[config.mk]
export PLATFORM = sky130hd
export DESIGN_NAME = clipped_convolution_matrix_indexer_unit
export DESIGN_NICKNAME = d
export VERILOG_FILES = /design/src/ccmi_pkg.sv /design/src/clipped_convolution_matrix_indexer_unit.sv /design/src/ccmi_cfg.sv /design/src/ccmi_ctrl.sv /design/src/ccmi_datapath.sv
export VERILOG_INCLUDE_DIRS = /design/src /design/src/src
export SDC_FILE = /design/constraint.sdc
export NUM_CORES = 1
export LEC_CHECK = 0
export BUFFER_PORTS_ARGS = -buffer_cell sky130_fd_sc_hd__buf_2
export CAP_MARGIN = 20
export CORE_ASPECT_RATIO = 1.4
export CORE_MARGIN = 2
export CORE_UTILIZATION = 57
export CTS_CLUSTER_SIZE = 8
export DETAILED_ROUTE_END_ITERATION = 7
export PLACE_DENSITY = 0.78
export SLEW_MARGIN = 15
export SYNTH_ARGS = -nofsm -noshare
export SYNTH_HDL_FRONTEND = slang
export SYNTH_HIERARCHICAL = 1
export SYNTH_SLANG_ARGS = --single-unit
[constraint.sdc]
create_clock -name clk -period 5.5 [get_ports clk]
set_clock_uncertainty 0.05 [all_clocks]
set_input_delay 1.65 -clock clk [delete_from_list [all_inputs] [get_ports clk]]
set_output_delay 1.65 -clock clk [all_outputs]
set_load 0.005 [all_outputs]
[src/clipped_convolution_matrix_indexer_unit_macros.svh]
// ----------------------------------------------------------------------------
// Clipped convolution matrix indexer assertion macros
// Concurrent assertion wrappers that compile away in synthesis.
// ----------------------------------------------------------------------------
`ifndef CLIPPED_CONVOLUTION_MATRIX_INDEXER_UNIT_MACROS_SVH
`define CLIPPED_CONVOLUTION_MATRIX_INDEXER_UNIT_MACROS_SVH

`ifndef SYNTHESIS

// Same-cycle implication, disabled while reset is high.
`define CCMI_ASSERT_IMPLY(label, clk, rst, ante, cons, msg) \
  label: assert property (@(posedge clk) disable iff (rst) (ante) |-> (cons)) \
    else $error(msg);

// Next-cycle implication, disabled while reset is high.
`define CCMI_ASSERT_NEXT(label, clk, rst, ante, cons, msg) \
  label: assert property (@(posedge clk) disable iff (rst) (ante) |=> (cons)) \
    else $error(msg);

`else

`define CCMI_ASSERT_IMPLY(label, clk, rst, ante, cons, msg)
`define CCMI_ASSERT_NEXT(label, clk, rst, ante, cons, msg)

`endif

`endif

[src/ccmi_pkg.sv]
// ----------------------------------------------------------------------------
// Clipped convolution matrix indexer package
// Shared widths, payload types, register indexes and control structs.
// ----------------------------------------------------------------------------
`default_nettype none

package ccmi_pkg;

  localparam int MAX_IMAGE_SIDE  = 256;
  localparam int MAX_KERNEL_SIDE = 8;

  localparam int IMG_SIDE_W = 9;
  localparam int KER_SIDE_W = 4;
  localparam int CFG_DATA_W = 9;
  localparam int CFG_IDX_W  = 2;

  localparam logic [CFG_IDX_W-1:0] REG_IMAGE_ROWS  = 2'd0;
  localparam logic [CFG_IDX_W-1:0] REG_IMAGE_COLS  = 2'd1;
  localparam logic [CFG_IDX_W-1:0] REG_KERNEL_ROWS = 2'd2;
  localparam logic [CFG_IDX_W-1:0] REG_KERNEL_COLS = 2'd3;

  localparam logic [IMG_SIDE_W-1:0] IMAGE_ROWS_RST  = 9'd64;
  localparam logic [IMG_SIDE_W-1:0] IMAGE_COLS_RST  = 9'd64;
  localparam logic [KER_SIDE_W-1:0] KERNEL_ROWS_RST = 4'd3;
  localparam logic [KER_SIDE_W-1:0] KERNEL_COLS_RST = 4'd3;

  localparam logic [IMG_SIDE_W-1:0] IMAGE_SIDE_CAP  = IMG_SIDE_W'(MAX_IMAGE_SIDE);
  localparam logic [KER_SIDE_W-1:0] KERNEL_SIDE_CAP = KER_SIDE_W'(MAX_KERNEL_SIDE);

  typedef struct packed {
    logic [7:0] pixel_row;
    logic [7:0] pixel_col;
  } pixel_t;

  typedef struct packed {
    logic [15:0] matrix_row;
    logic [15:0] matrix_col;
    logic [5:0]  kernel_index;
    logic        last;
  } entry_t;

  // Image and kernel sides after clamping to their maximums.
  typedef struct packed {
    logic [IMG_SIDE_W-1:0] image_rows;
    logic [IMG_SIDE_W-1:0] image_cols;
    logic [KER_SIDE_W-1:0] kernel_rows;
    logic [KER_SIDE_W-1:0] kernel_cols;
  } cfg_t;

  typedef struct packed {
    logic load_pixel;
    logic calc_span;
    logic calc_base;
    logic step;
  } ctl_cmd_t;

  typedef struct packed {
    logic empty;
    logic slot_free;
    logic last_beat;
  } dp_sts_t;

endpackage

`default_nettype wire

[src/clipped_convolution_matrix_indexer_unit.sv]
// An accepted pixel passes the span and base setup states, then the walk counters
// give W beats, W = clipped window rows x columns (1 to 64), to the output register,
// one beat per cycle while the output does not stall; no new pixel is taken until
// the walk ends. A pixel outside the image or a zero side yields no beats.
// Reset (rst, synchronous): sides return to 64 x 64 image and 3 x 3 kernel,
// the controller goes idle and the output register is emptied.
`default_nettype none

// ----------------------------------------------------------------------------
// Clipped convolution matrix indexer
// Emits the sparse blurring-matrix entries of one output pixel per request.
// ----------------------------------------------------------------------------
module clipped_convolution_matrix_indexer_unit (
  input  wire logic                             clk,
  input  wire logic                             rst,
  input  wire logic                             cfg_write,
  input  wire logic [ccmi_pkg::CFG_IDX_W-1:0]   cfg_index,
  input  wire logic [ccmi_pkg::CFG_DATA_W-1:0]  cfg_data,
  input  wire logic                             in_valid,
  output logic                                  in_stall,
  input  wire ccmi_pkg::pixel_t                 in_data,
  output logic                                  out_valid,
  input  wire logic                             out_stall,
  output ccmi_pkg::entry_t                      out_data
);

  ccmi_pkg::cfg_t     cfg;
  ccmi_pkg::ctl_cmd_t cmd;
  ccmi_pkg::dp_sts_t  sts;

  ccmi_cfg u_cfg (
    .clk       (clk),
    .rst       (rst),
    .cfg_write (cfg_write),
    .cfg_index (cfg_index),
    .cfg_data  (cfg_data),
    .cfg       (cfg)
  );

  ccmi_ctrl u_ctrl (
    .clk      (clk),
    .rst      (rst),
    .in_valid (in_valid),
    .in_stall (in_stall),
    .sts      (sts),
    .cmd      (cmd)
  );

  ccmi_datapath u_datapath (
    .clk       (clk),
    .rst       (rst),
    .cfg       (cfg),
    .in_data   (in_data),
    .cmd       (cmd),
    .sts       (sts),
    .out_valid (out_valid),
    .out_stall (out_stall),
    .out_data  (out_data)
  );

endmodule

`default_nettype wire

[src/ccmi_cfg.sv]
// ----------------------------------------------------------------------------
// Clipped convolution matrix indexer configuration registers
// Holds the image and kernel sides and presents them clamped.
// ----------------------------------------------------------------------------
`default_nettype none

module ccmi_cfg (
  input  wire logic                             clk,
  input  wire logic                             rst,
  input  wire logic                             cfg_write,
  input  wire logic [ccmi_pkg::CFG_IDX_W-1:0]   cfg_index,
  input  wire logic [ccmi_pkg::CFG_DATA_W-1:0]  cfg_data,
  output ccmi_pkg::cfg_t                        cfg
);

  logic [ccmi_pkg::IMG_SIDE_W-1:0] image_rows;
  logic [ccmi_pkg::IMG_SIDE_W-1:0] image_cols;
  logic [ccmi_pkg::KER_SIDE_W-1:0] kernel_rows;
  logic [ccmi_pkg::KER_SIDE_W-1:0] kernel_cols;

  always_ff @(posedge clk) begin
    if (rst) begin
      image_rows  <= ccmi_pkg::IMAGE_ROWS_RST;
      image_cols  <= ccmi_pkg::IMAGE_COLS_RST;
      kernel_rows <= ccmi_pkg::KERNEL_ROWS_RST;
      kernel_cols <= ccmi_pkg::KERNEL_COLS_RST;
    end else if (cfg_write) begin
      unique case (cfg_index)
        ccmi_pkg::REG_IMAGE_ROWS:  image_rows  <= cfg_data;
        ccmi_pkg::REG_IMAGE_COLS:  image_cols  <= cfg_data;
        ccmi_pkg::REG_KERNEL_ROWS: kernel_rows <= cfg_data[ccmi_pkg::KER_SIDE_W-1:0];
        ccmi_pkg::REG_KERNEL_COLS: kernel_cols <= cfg_data[ccmi_pkg::KER_SIDE_W-1:0];
        default: ;
      endcase
    end
  end

  always_comb begin
    cfg.image_rows  = (image_rows > ccmi_pkg::IMAGE_SIDE_CAP) ?
                      ccmi_pkg::IMAGE_SIDE_CAP : image_rows;
    cfg.image_cols  = (image_cols > ccmi_pkg::IMAGE_SIDE_CAP) ?
                      ccmi_pkg::IMAGE_SIDE_CAP : image_cols;
    cfg.kernel_rows = (kernel_rows > ccmi_pkg::KERNEL_SIDE_CAP) ?
                      ccmi_pkg::KERNEL_SIDE_CAP : kernel_rows;
    cfg.kernel_cols = (kernel_cols > ccmi_pkg::KERNEL_SIDE_CAP) ?
                      ccmi_pkg::KERNEL_SIDE_CAP : kernel_cols;
  end

endmodule

`default_nettype wire

[src/ccmi_ctrl.sv]
// ----------------------------------------------------------------------------
// Clipped convolution matrix indexer controller
// Sequences pixel capture, window setup and the per-entry walk.
// ----------------------------------------------------------------------------
`default_nettype none

`include "clipped_convolution_matrix_indexer_unit_macros.svh"

module ccmi_ctrl (
  input  wire logic              clk,
  input  wire logic              rst,
  input  wire logic              in_valid,
  output logic                   in_stall,
  input  wire ccmi_pkg::dp_sts_t sts,
  output ccmi_pkg::ctl_cmd_t     cmd
);

  localparam logic [1:0] ST_IDLE = 2'd0;
  localparam logic [1:0] ST_SPAN = 2'd1;
  localparam logic [1:0] ST_BASE = 2'd2;
  localparam logic [1:0] ST_RUN  = 2'd3;

  logic [1:0] state;
  logic [1:0] state_next;

  always_ff @(posedge clk) begin
    if (rst) begin
      state <= ST_IDLE;
    end else begin
      state <= state_next;
    end
  end

  assign in_stall = (state != ST_IDLE);

  always_comb begin
    cmd        = '0;
    state_next = state;
    unique case (state)
      ST_IDLE: begin
        if (in_valid) begin
          cmd.load_pixel = 1'b1;
          state_next     = ST_SPAN;
        end
      end
      ST_SPAN: begin
        // A pixel outside the image, or a zero side, yields no entries.
        cmd.calc_span = 1'b1;
        state_next    = sts.empty ? ST_IDLE : ST_BASE;
      end
      ST_BASE: begin
        cmd.calc_base = 1'b1;
        state_next    = ST_RUN;
      end
      ST_RUN: begin
        if (sts.slot_free) begin
          cmd.step = 1'b1;
          if (sts.last_beat) begin
            state_next = ST_IDLE;
          end
        end
      end
      default: state_next = ST_IDLE;
    endcase
  end

  `CCMI_ASSERT_NEXT(a_accept, clk, rst, in_valid && !in_stall, state == ST_SPAN, "no setup")
  `CCMI_ASSERT_NEXT(a_empty, clk, rst, state == ST_SPAN && sts.empty, !in_stall, "empty held")
  `CCMI_ASSERT_NEXT(a_last, clk, rst, cmd.step && sts.last_beat, !in_stall, "walk overran")

endmodule

`default_nettype wire

[src/ccmi_datapath.sv]
// ----------------------------------------------------------------------------
// Clipped convolution matrix indexer datapath
// Window clipping, base index products, walk counters and output register.
// ----------------------------------------------------------------------------
`default_nettype none

`include "clipped_convolution_matrix_indexer_unit_macros.svh"

module ccmi_datapath (
  input  wire logic               clk,
  input  wire logic               rst,
  input  wire ccmi_pkg::cfg_t     cfg,
  input  wire ccmi_pkg::pixel_t   in_data,
  input  wire ccmi_pkg::ctl_cmd_t cmd,
  output ccmi_pkg::dp_sts_t       sts,
  output logic                    out_valid,
  input  wire logic               out_stall,
  output ccmi_pkg::entry_t        out_data
);

  typedef struct packed {
    logic [3:0] pre;
    logic [3:0] off;
    logic [3:0] len;
  } span_t;

  // Clipped window along one axis: pre is the reach before the pixel, off the
  // kernel offset of the first tap, len the number of taps kept.
  function automatic span_t axis_span(input logic [7:0] k, input logic [3:0] n,
                                      input logic [8:0] m);
    logic [3:0] a;
    logic [3:0] b;
    logic [3:0] pre;
    logic [3:0] post;
    logic [8:0] rem;
    span_t      s;
    a    = n >> 1;
    b    = n - a;
    pre  = ({4'b0, a} > k) ? k[3:0] : a;
    rem  = m - {1'b0, k};
    post = (rem < {5'b0, b}) ? rem[3:0] : b;
    s.pre = pre;
    s.off = a - pre;
    s.len = pre + post;
    return s;
  endfunction

  logic [7:0]  pix_row;
  logic [7:0]  pix_col;
  span_t       span_y;
  span_t       span_x;
  logic [15:0] row_index;
  logic [15:0] row_base;
  logic [7:0]  src_col0;
  logic [5:0]  kbase;
  logic [2:0]  row_cnt;
  logic [2:0]  col_cnt;

  span_t       span_y_next;
  span_t       span_x_next;
  logic [16:0] row_prod;
  logic [7:0]  src_row0;
  logic [16:0] base_prod;
  logic [7:0]  kprod;
  logic [3:0]  row_cnt_w;
  logic [3:0]  col_cnt_w;
  logic        row_end;
  logic        col_end;

  assign span_y_next = axis_span(pix_row, cfg.kernel_rows, cfg.image_rows);
  assign span_x_next = axis_span(pix_col, cfg.kernel_cols, cfg.image_cols);
  assign row_prod    = {9'b0, pix_row} * {8'b0, cfg.image_cols};
  assign src_row0    = pix_row - {4'b0, span_y.pre};
  assign base_prod   = {9'b0, src_row0} * {8'b0, cfg.image_cols};
  assign kprod       = {4'b0, span_y.off} * {4'b0, cfg.kernel_cols};

  assign row_cnt_w = {1'b0, row_cnt};
  assign col_cnt_w = {1'b0, col_cnt};
  assign row_end   = (row_cnt_w == span_y.len - 4'd1);
  assign col_end   = (col_cnt_w == span_x.len - 4'd1);

  always_comb begin
    sts.empty = (cfg.image_rows == '0) || (cfg.image_cols == '0) ||
                (cfg.kernel_rows == '0) || (cfg.kernel_cols == '0) ||
                ({1'b0, pix_row} >= cfg.image_rows) ||
                ({1'b0, pix_col} >= cfg.image_cols);
    sts.slot_free = !out_valid || !out_stall;
    sts.last_beat = row_end && col_end;
  end

  always_ff @(posedge clk) begin
    if (cmd.load_pixel) begin
      pix_row <= in_data.pixel_row;
      pix_col <= in_data.pixel_col;
    end
    if (cmd.calc_span) begin
      span_y    <= span_y_next;
      span_x    <= span_x_next;
      row_index <= row_prod[15:0] + {8'b0, pix_col};
    end
    if (cmd.calc_base) begin
      row_base <= base_prod[15:0];
      src_col0 <= pix_col - {4'b0, span_x.pre};
      kbase    <= kprod[5:0] + {2'b0, span_x.off};
      row_cnt  <= '0;
      col_cnt  <= '0;
    end else if (cmd.step) begin
      if (col_end) begin
        col_cnt  <= '0;
        row_cnt  <= row_cnt + 3'd1;
        row_base <= row_base + {7'b0, cfg.image_cols};
        kbase    <= kbase + {2'b0, cfg.kernel_cols};
      end else begin
        col_cnt <= col_cnt + 3'd1;
      end
    end
  end

  // Output register: a finished beat waits here while the walk holds.
  always_ff @(posedge clk) begin
    if (rst) begin
      out_valid <= 1'b0;
    end else if (cmd.step) begin
      out_valid <= 1'b1;
    end else if (!out_stall) begin
      out_valid <= 1'b0;
    end
  end

  always_ff @(posedge clk) begin
    if (cmd.step) begin
      out_data.matrix_row   <= row_index;
      out_data.matrix_col   <= row_base + {8'b0, src_col0} + {13'b0, col_cnt};
      out_data.kernel_index <= kbase + {3'b0, col_cnt};
      out_data.last         <= row_end && col_end;
    end
  end

  `CCMI_ASSERT_IMPLY(a_row_in_win, clk, rst, cmd.step, row_cnt_w < span_y.len, "row overran")
  `CCMI_ASSERT_IMPLY(a_col_in_win, clk, rst, cmd.step, col_cnt_w < span_x.len, "col overran")

endmodule

`default_nettype wire

# --- Yosys cells after proc, flatten, opt, wreduce, memory -nomap -nowiden ---
# Index checks and enable logic that the tools add are counted.
word_totals:
  reg_bits: 160
  in_bits: 32
  wordCells: 123
classes:
  add_sub_neg: 21
  multipliers: 3
  order_cmp: 10
  n_eq_ne: 12
  n_mux: 28
  reduce_logical: 25
ops:
  columns: ["op", "count"]
  rows:
  - ["two-way mux 16 bit", 3]
  - ["adder 16 x 8 -> 16 bit", 2]
  - ["multiplier 8 x 9 -> 16 bit", 2]
  - ["two-way mux 4 bit", 6]
  - [">= comparator 8 x 9 -> 1 bit", 2]
  - ["greater-than comparator 9 bit (second input constant)", 2]
  - ["zero test 9 bit", 2]
  - ["less-than comparator 9 x 4 -> 1 bit", 2]
  - ["two-way mux 6 bit", 3]
  - ["two-way mux 9 bit", 2]
  - ["subtractor 9 x 8 -> 9 bit", 2]
  - ["adder 16 x 3 -> 16 bit", 1]
  - ["adder 16 x 9 -> 16 bit", 1]
  - ["greater-than comparator 3 x 8 -> 1 bit", 2]
  - ["subtractor 8 x 4 -> 8 bit", 2]
  - ["adder 6 x 4 -> 6 bit", 2]
  - ["AND reduction 2 bit", 6]
  - ["adder 4 bit", 2]
  - ["equality test 2 bit (second input constant)", 4]
  - ["equality test 3 x 4 -> 1 bit", 2]
  - ["greater-than comparator 4 bit (second input constant)", 2]
  - ["zero test 4 bit", 2]
  - ["two-way mux 1 bit", 8]
  - ["two-way mux 2 bit", 4]
  - ["17 further kinds", 33]

# --- Longest topological paths before layout ---
depth:
  depth_word: 10
  mapped_depth: 26
  depth_no_buf: 25

# --- Cells and area by module ---
# The synthesis kept the hierarchy.
modules_own_cells:
  columns: ["mod", "instances", "cells_each", "area_each_um2", "seq_area_each_um2"]
  rows:
  - ["ccmi_datapath", 1, 1317, 13269.0, 3893.7]
  - ["ccmi_cfg", 1, 127, 1216.2, 520.5]
  - ["ccmi_ctrl", 1, 15, 121.4, 40.0]

# --- Worst setup path after synthesis ---
# No wires, ideal clock.
synth_timing:
  path_type: "register to register"
  from: "register u_datapath.pix_row[0]"
  to: "register u_datapath.row_base[14], data pin"
  setup_time_ps: 273
  t_arrival_ps: 5642
  required_time_ps: 5177
  path_slack_ps: -465
  stages_incl_launch_ff: 23
  path_buffers: 1
  path_cell_list: "edfxtp_1 -> clkbuf_1 -> inv_1 -> ha_1 -> inv_1 -> fa_1 -> a21o_1 -> a21oi_1 -> and3_1 -> xnor2_1 -> and2_1 -> fa_1 -> fa_1 -> fa_1 -> inv_1 -> fa_1 -> inv_1 -> ha_1 -> or2_2 -> a2111oi_0 -> nor3_1 -> xnor2_1 -> mux2i_1"
synth_between:
  elab_chain_len: 3
synth_rtl:
  columns: ["item", "line", "source"]
  rows:
  - ["start: declaration", "ccmi_datapath.sv:48", "logic [7:0] pix_row;"]
  - ["start signal: assignment", "ccmi_datapath.sv:93", "pix_row <= in_data.pixel_row;"]
  - ["subtractor 8 x 4 -> 8 bit", "ccmi_datapath.sv:73", "assign src_row0 = pix_row - {4'b0, span_y.pre};"]
  - ["multiplier 8 x 9 -> 16 bit", "ccmi_datapath.sv:74", "assign base_prod = {9'b0, src_row0} * {8'b0, cfg.image_cols};"]
  - ["two-way mux 16 bit", "ccmi_datapath.sv:101", "if (cmd.calc_base) begin"]
  - ["end signal: assignment", "ccmi_datapath.sv:102", "row_base <= base_prod[15:0];"]
  - ["end signal: assignment", "ccmi_datapath.sv:111", "row_base <= row_base + {7'b0, cfg.image_cols};"]
  - ["end: declaration", "ccmi_datapath.sv:53", "logic [15:0] row_base;"]
# Every way passes these cells.
# A chain may end at the register's enable or synchronous reset.

# --- Worst setup path in the final report ---
# Same ends and word-level chain as after synthesis.

==> flow_summary.ini <==
[synthesis]
postSynthAreaPerCell_um2 = 10.0
synth_cell_type_count = 62
synthCells = 1459
synth_area_mm2 = 0.0146
yosys.area.top_type = edfxtp_1
ys_warn_count = 6
ys_top_cells_by_area = edfxtp_1 (26%), fa_1 (15%), ha_1 (15%)
synth_edf_count = 125
synth_ff_type = edfxtp_1
async_flop_share_pct = 0
synth_top_area_share_pct = 25.7
synth_seq_area_share_pct = 30.5
ys_ff_latch = 160

[drt]
final_antenna_net_count = 0
drt-vias-per-instance = 5.49
drc = 0
dr_total_vias = 10487
detail_route.first_pass.iterations = 5
wl_per_cell_um = 16.4
drt_wl_total_um = 31300
drt_iter0_drc = 607

[job]
max_cap_viol_count = 0

[finish]
multi_input_area_mm2 = 0.00934
final_cell_mix = inv_1 (227), ha_1 (169), edfxtp_1 (125)
drive_gt1_share_pct = 13.1
fillers = 1965
finalNetCount = 1898
final_common_cell = inv_1
layoutNonFillerInstCount = 1911
syn_to_final_growth_pct = 12.6
diodes = 0
regArea_mm2 = 0.00445

[clocking]
cts_hold_buf = 0
root_buffer = clkbuf_16
path_clk_slew_ns = 0.06
clockBufferDepth = 2
h-tree-depth = 4
worstSkewPairLatency_ns = 0.45
clkSinkCount = 160
cts_tree = built
cts_made_buffers = 17

[outcome]
outcome = finished with violations
violations = negative setup slack

[sta]
timing.hold.ws_ns = 0.371
max_freq_mhz = 179
slew_headroom_pct = 43.6
slew_viol_final = 0
finalSetupViolations = 4
rsz0062_at_grt = true
tightest_slew_ns = 0.838
period_share_pct = 102
fin_tns_setup_ns = -0.127
fin_ws_ns = -0.0866
layout_min_cycle_time_ns = 5.59
hold_viol_final = 0

[grt]
gr-total-overflow = 0
grt_max_degree = 50
track_usage_pct = 24.1
grt_pass1_vias = 11234
grt_pass1_wl_um = 52100
antenna_found_initial = 0

[die]
dieArea_mm2 = 0.0269
fp.dieH_um = 193
core_mm2 = 0.0253
start_util_pct = 57.7
fp.dieW_um = 139
ios = 73
row_count = 69

[power_and_ir_drop]
peakVddDrop_uv = 241
p_per_area_mw_per_mm2 = 221
leakagePower_nw = 7.66

[critical_path]
r2r-start = u_datapath/pix_row[0]
crit_fanout = 7
startpoint_type = flip-flop
cp.required_ns = 5.62
r2r_cells = 24
crit_end = u_datapath/row_base[14]
crit_type = reg2reg
worstSetupEndpointType = flip-flop
rrSetupSlack_ns = -0.09
cp-startpoint = u_datapath/pix_row[0]
cp.arrival_ns = 5.71
r2r_end = u_datapath/row_base[14]

[place]
placed_cells = 1877
place_hpwl_um = 24200
gp_congestion = 0.917
io_buffers = 72

[min_path]
hold_path.class = reg2reg
## worst min-delay path by stage
stage	from	to	cells after the start
final	u_datapath/row_index[6]	u_datapath/out_data[29]	0
after global placement	u_datapath/row_index[14]	u_datapath/out_data[37]	0
after floorplan	u_datapath/row_index[0]	u_datapath/out_data[23]	0
after CTS	u_datapath/row_index[6]	u_datapath/out_data[29]	0
after global routing	u_datapath/row_index[10]	u_datapath/out_data[33]	0
after detailed placement	u_datapath/row_index[6]	u_datapath/out_data[29]	0
## repair_timing
item                                    4_1_cts  5_1_grt
gates resized for setup                       8       14
buffers inserted                              2        0
endpoints found under the setup margin        6        8
pin swaps                                    19        5
## routing by layer
layer | track usage [%] | wire [um] | vias to the layer above
met5 | 0 | 0 | -
met4 | 11.7 | 1130 | 0
met3 | 3.76 | 1080 | 73
met2 | 44.6 | 16600 | 250
met1 | 26.6 | 12400 | 5108
li1 | - | - | 5056
## state kept, by name, summed over array words and instances (netlist names), 3 cells and up, named ones only
signal and count:
u_cfg/image_cols 9, u_cfg/image_rows 9, u_cfg/kernel_cols 4, u_cfg/kernel_rows 4, u_datapath/col_cnt 3, u_datapath/kbase 6
u_datapath/out_data 39, u_datapath/pix_col 8, u_datapath/pix_row 8, u_datapath/row_base 16, u_datapath/row_cnt 3, u_datapath/row_index 16
u_datapath/span_x 12, u_datapath/span_y 12, u_datapath/src_col0 8
## cell usage after synthesis (7+ instances only)
cell type    n
a211oi_1    10
a21o_1      22
a21oi_1     52
a31oi_1      7
and2_1      75
clkbuf_1    28
dfxtp_1     35
edfxtp_1   125
fa_1       113
ha_1       174
inv_1      231
mux2i_1     41
nand2_1    102
nand2b_1    37
nand3_1     18
nor2_1      75
nor2b_1     44
nor3_1      16
o21a_1      14
o21ai_0     55
xnor2_1     70
xor2_1      36
## report_power, final
part           switching [W]  internal, W  total, W
clock               0.000547     0.000637   0.00118
combinational       0.000589     0.000463   0.00105
sequential         0.0000273      0.00137   0.00140
## layout make-up
| type | count | share of cell area, % |
|---|---|---|
| inverters | 233 | 5.33 |
| multi-input cells | 1037 | 56.8 |
| flip-flops and latches | 160 | 27.1 |
| well taps | 319 | 2.43 |
| clock inverters | 15 | 0.905 |
| repair buffers | 130 | 4.84 |
| clock buffers | 17 | 2.59 |
## through the flow
step / worst slack (ns) / total power (W) / cell area (um2) / utilization, %
2_1_floorplan: -0.0738 / 0.00217 / 14700 / -
3_3_place_gp: -0.0258 / 0.00240 / 15800 / 62.4
3_5_place_dp: -0.145 / 0.00243 / 15800 / 62.4
4_1_cts: -0.0431 / 0.00364 / 16400 / 64.8
5_1_grt: -0.332 / 0.00384 / 16400 / 65.0
6_report: -0.0866 / 0.00363 / 16400 / 65.0
## worst max-delay path: stages (launching register included)
cell and delay (ns):
edfxtp_1 0.44, inv_4 0.09, ha_4 0.12, inv_2 0.03, fa_2 0.35, a21o_1 0.17, a21oi_2 0.15, and3_4 0.22
xnor2_4 0.10, and2_4 0.18, fa_1 0.52, inv_2 0.04, fa_1 0.49, inv_1 0.05, fa_1 0.48, inv_1 0.05
fa_1 0.36, inv_1 0.06, ha_1 0.23, a21o_1 0.20, or4_4 0.48, a21oi_2 0.14, nor3_2 0.06, xnor2_1 0.15
mux2i_1 0.08
## logic make-up after synthesis
family                   after synthesis  share of synthesized area [%]
adder cells (fa/ha/maj)              287                           30.4
AND/OR/NAND/NOR                      408                           14.5
flip-flops                           160                           30.5
multiplexers                          43                           2.96
AO/OA/AOI/OAI                        190                           8.39
other                                  1                         0.0257
buffers and inverters                263                           6.77
XOR/XNOR                             107                           6.51
Power figures use the tool's default switching activity.
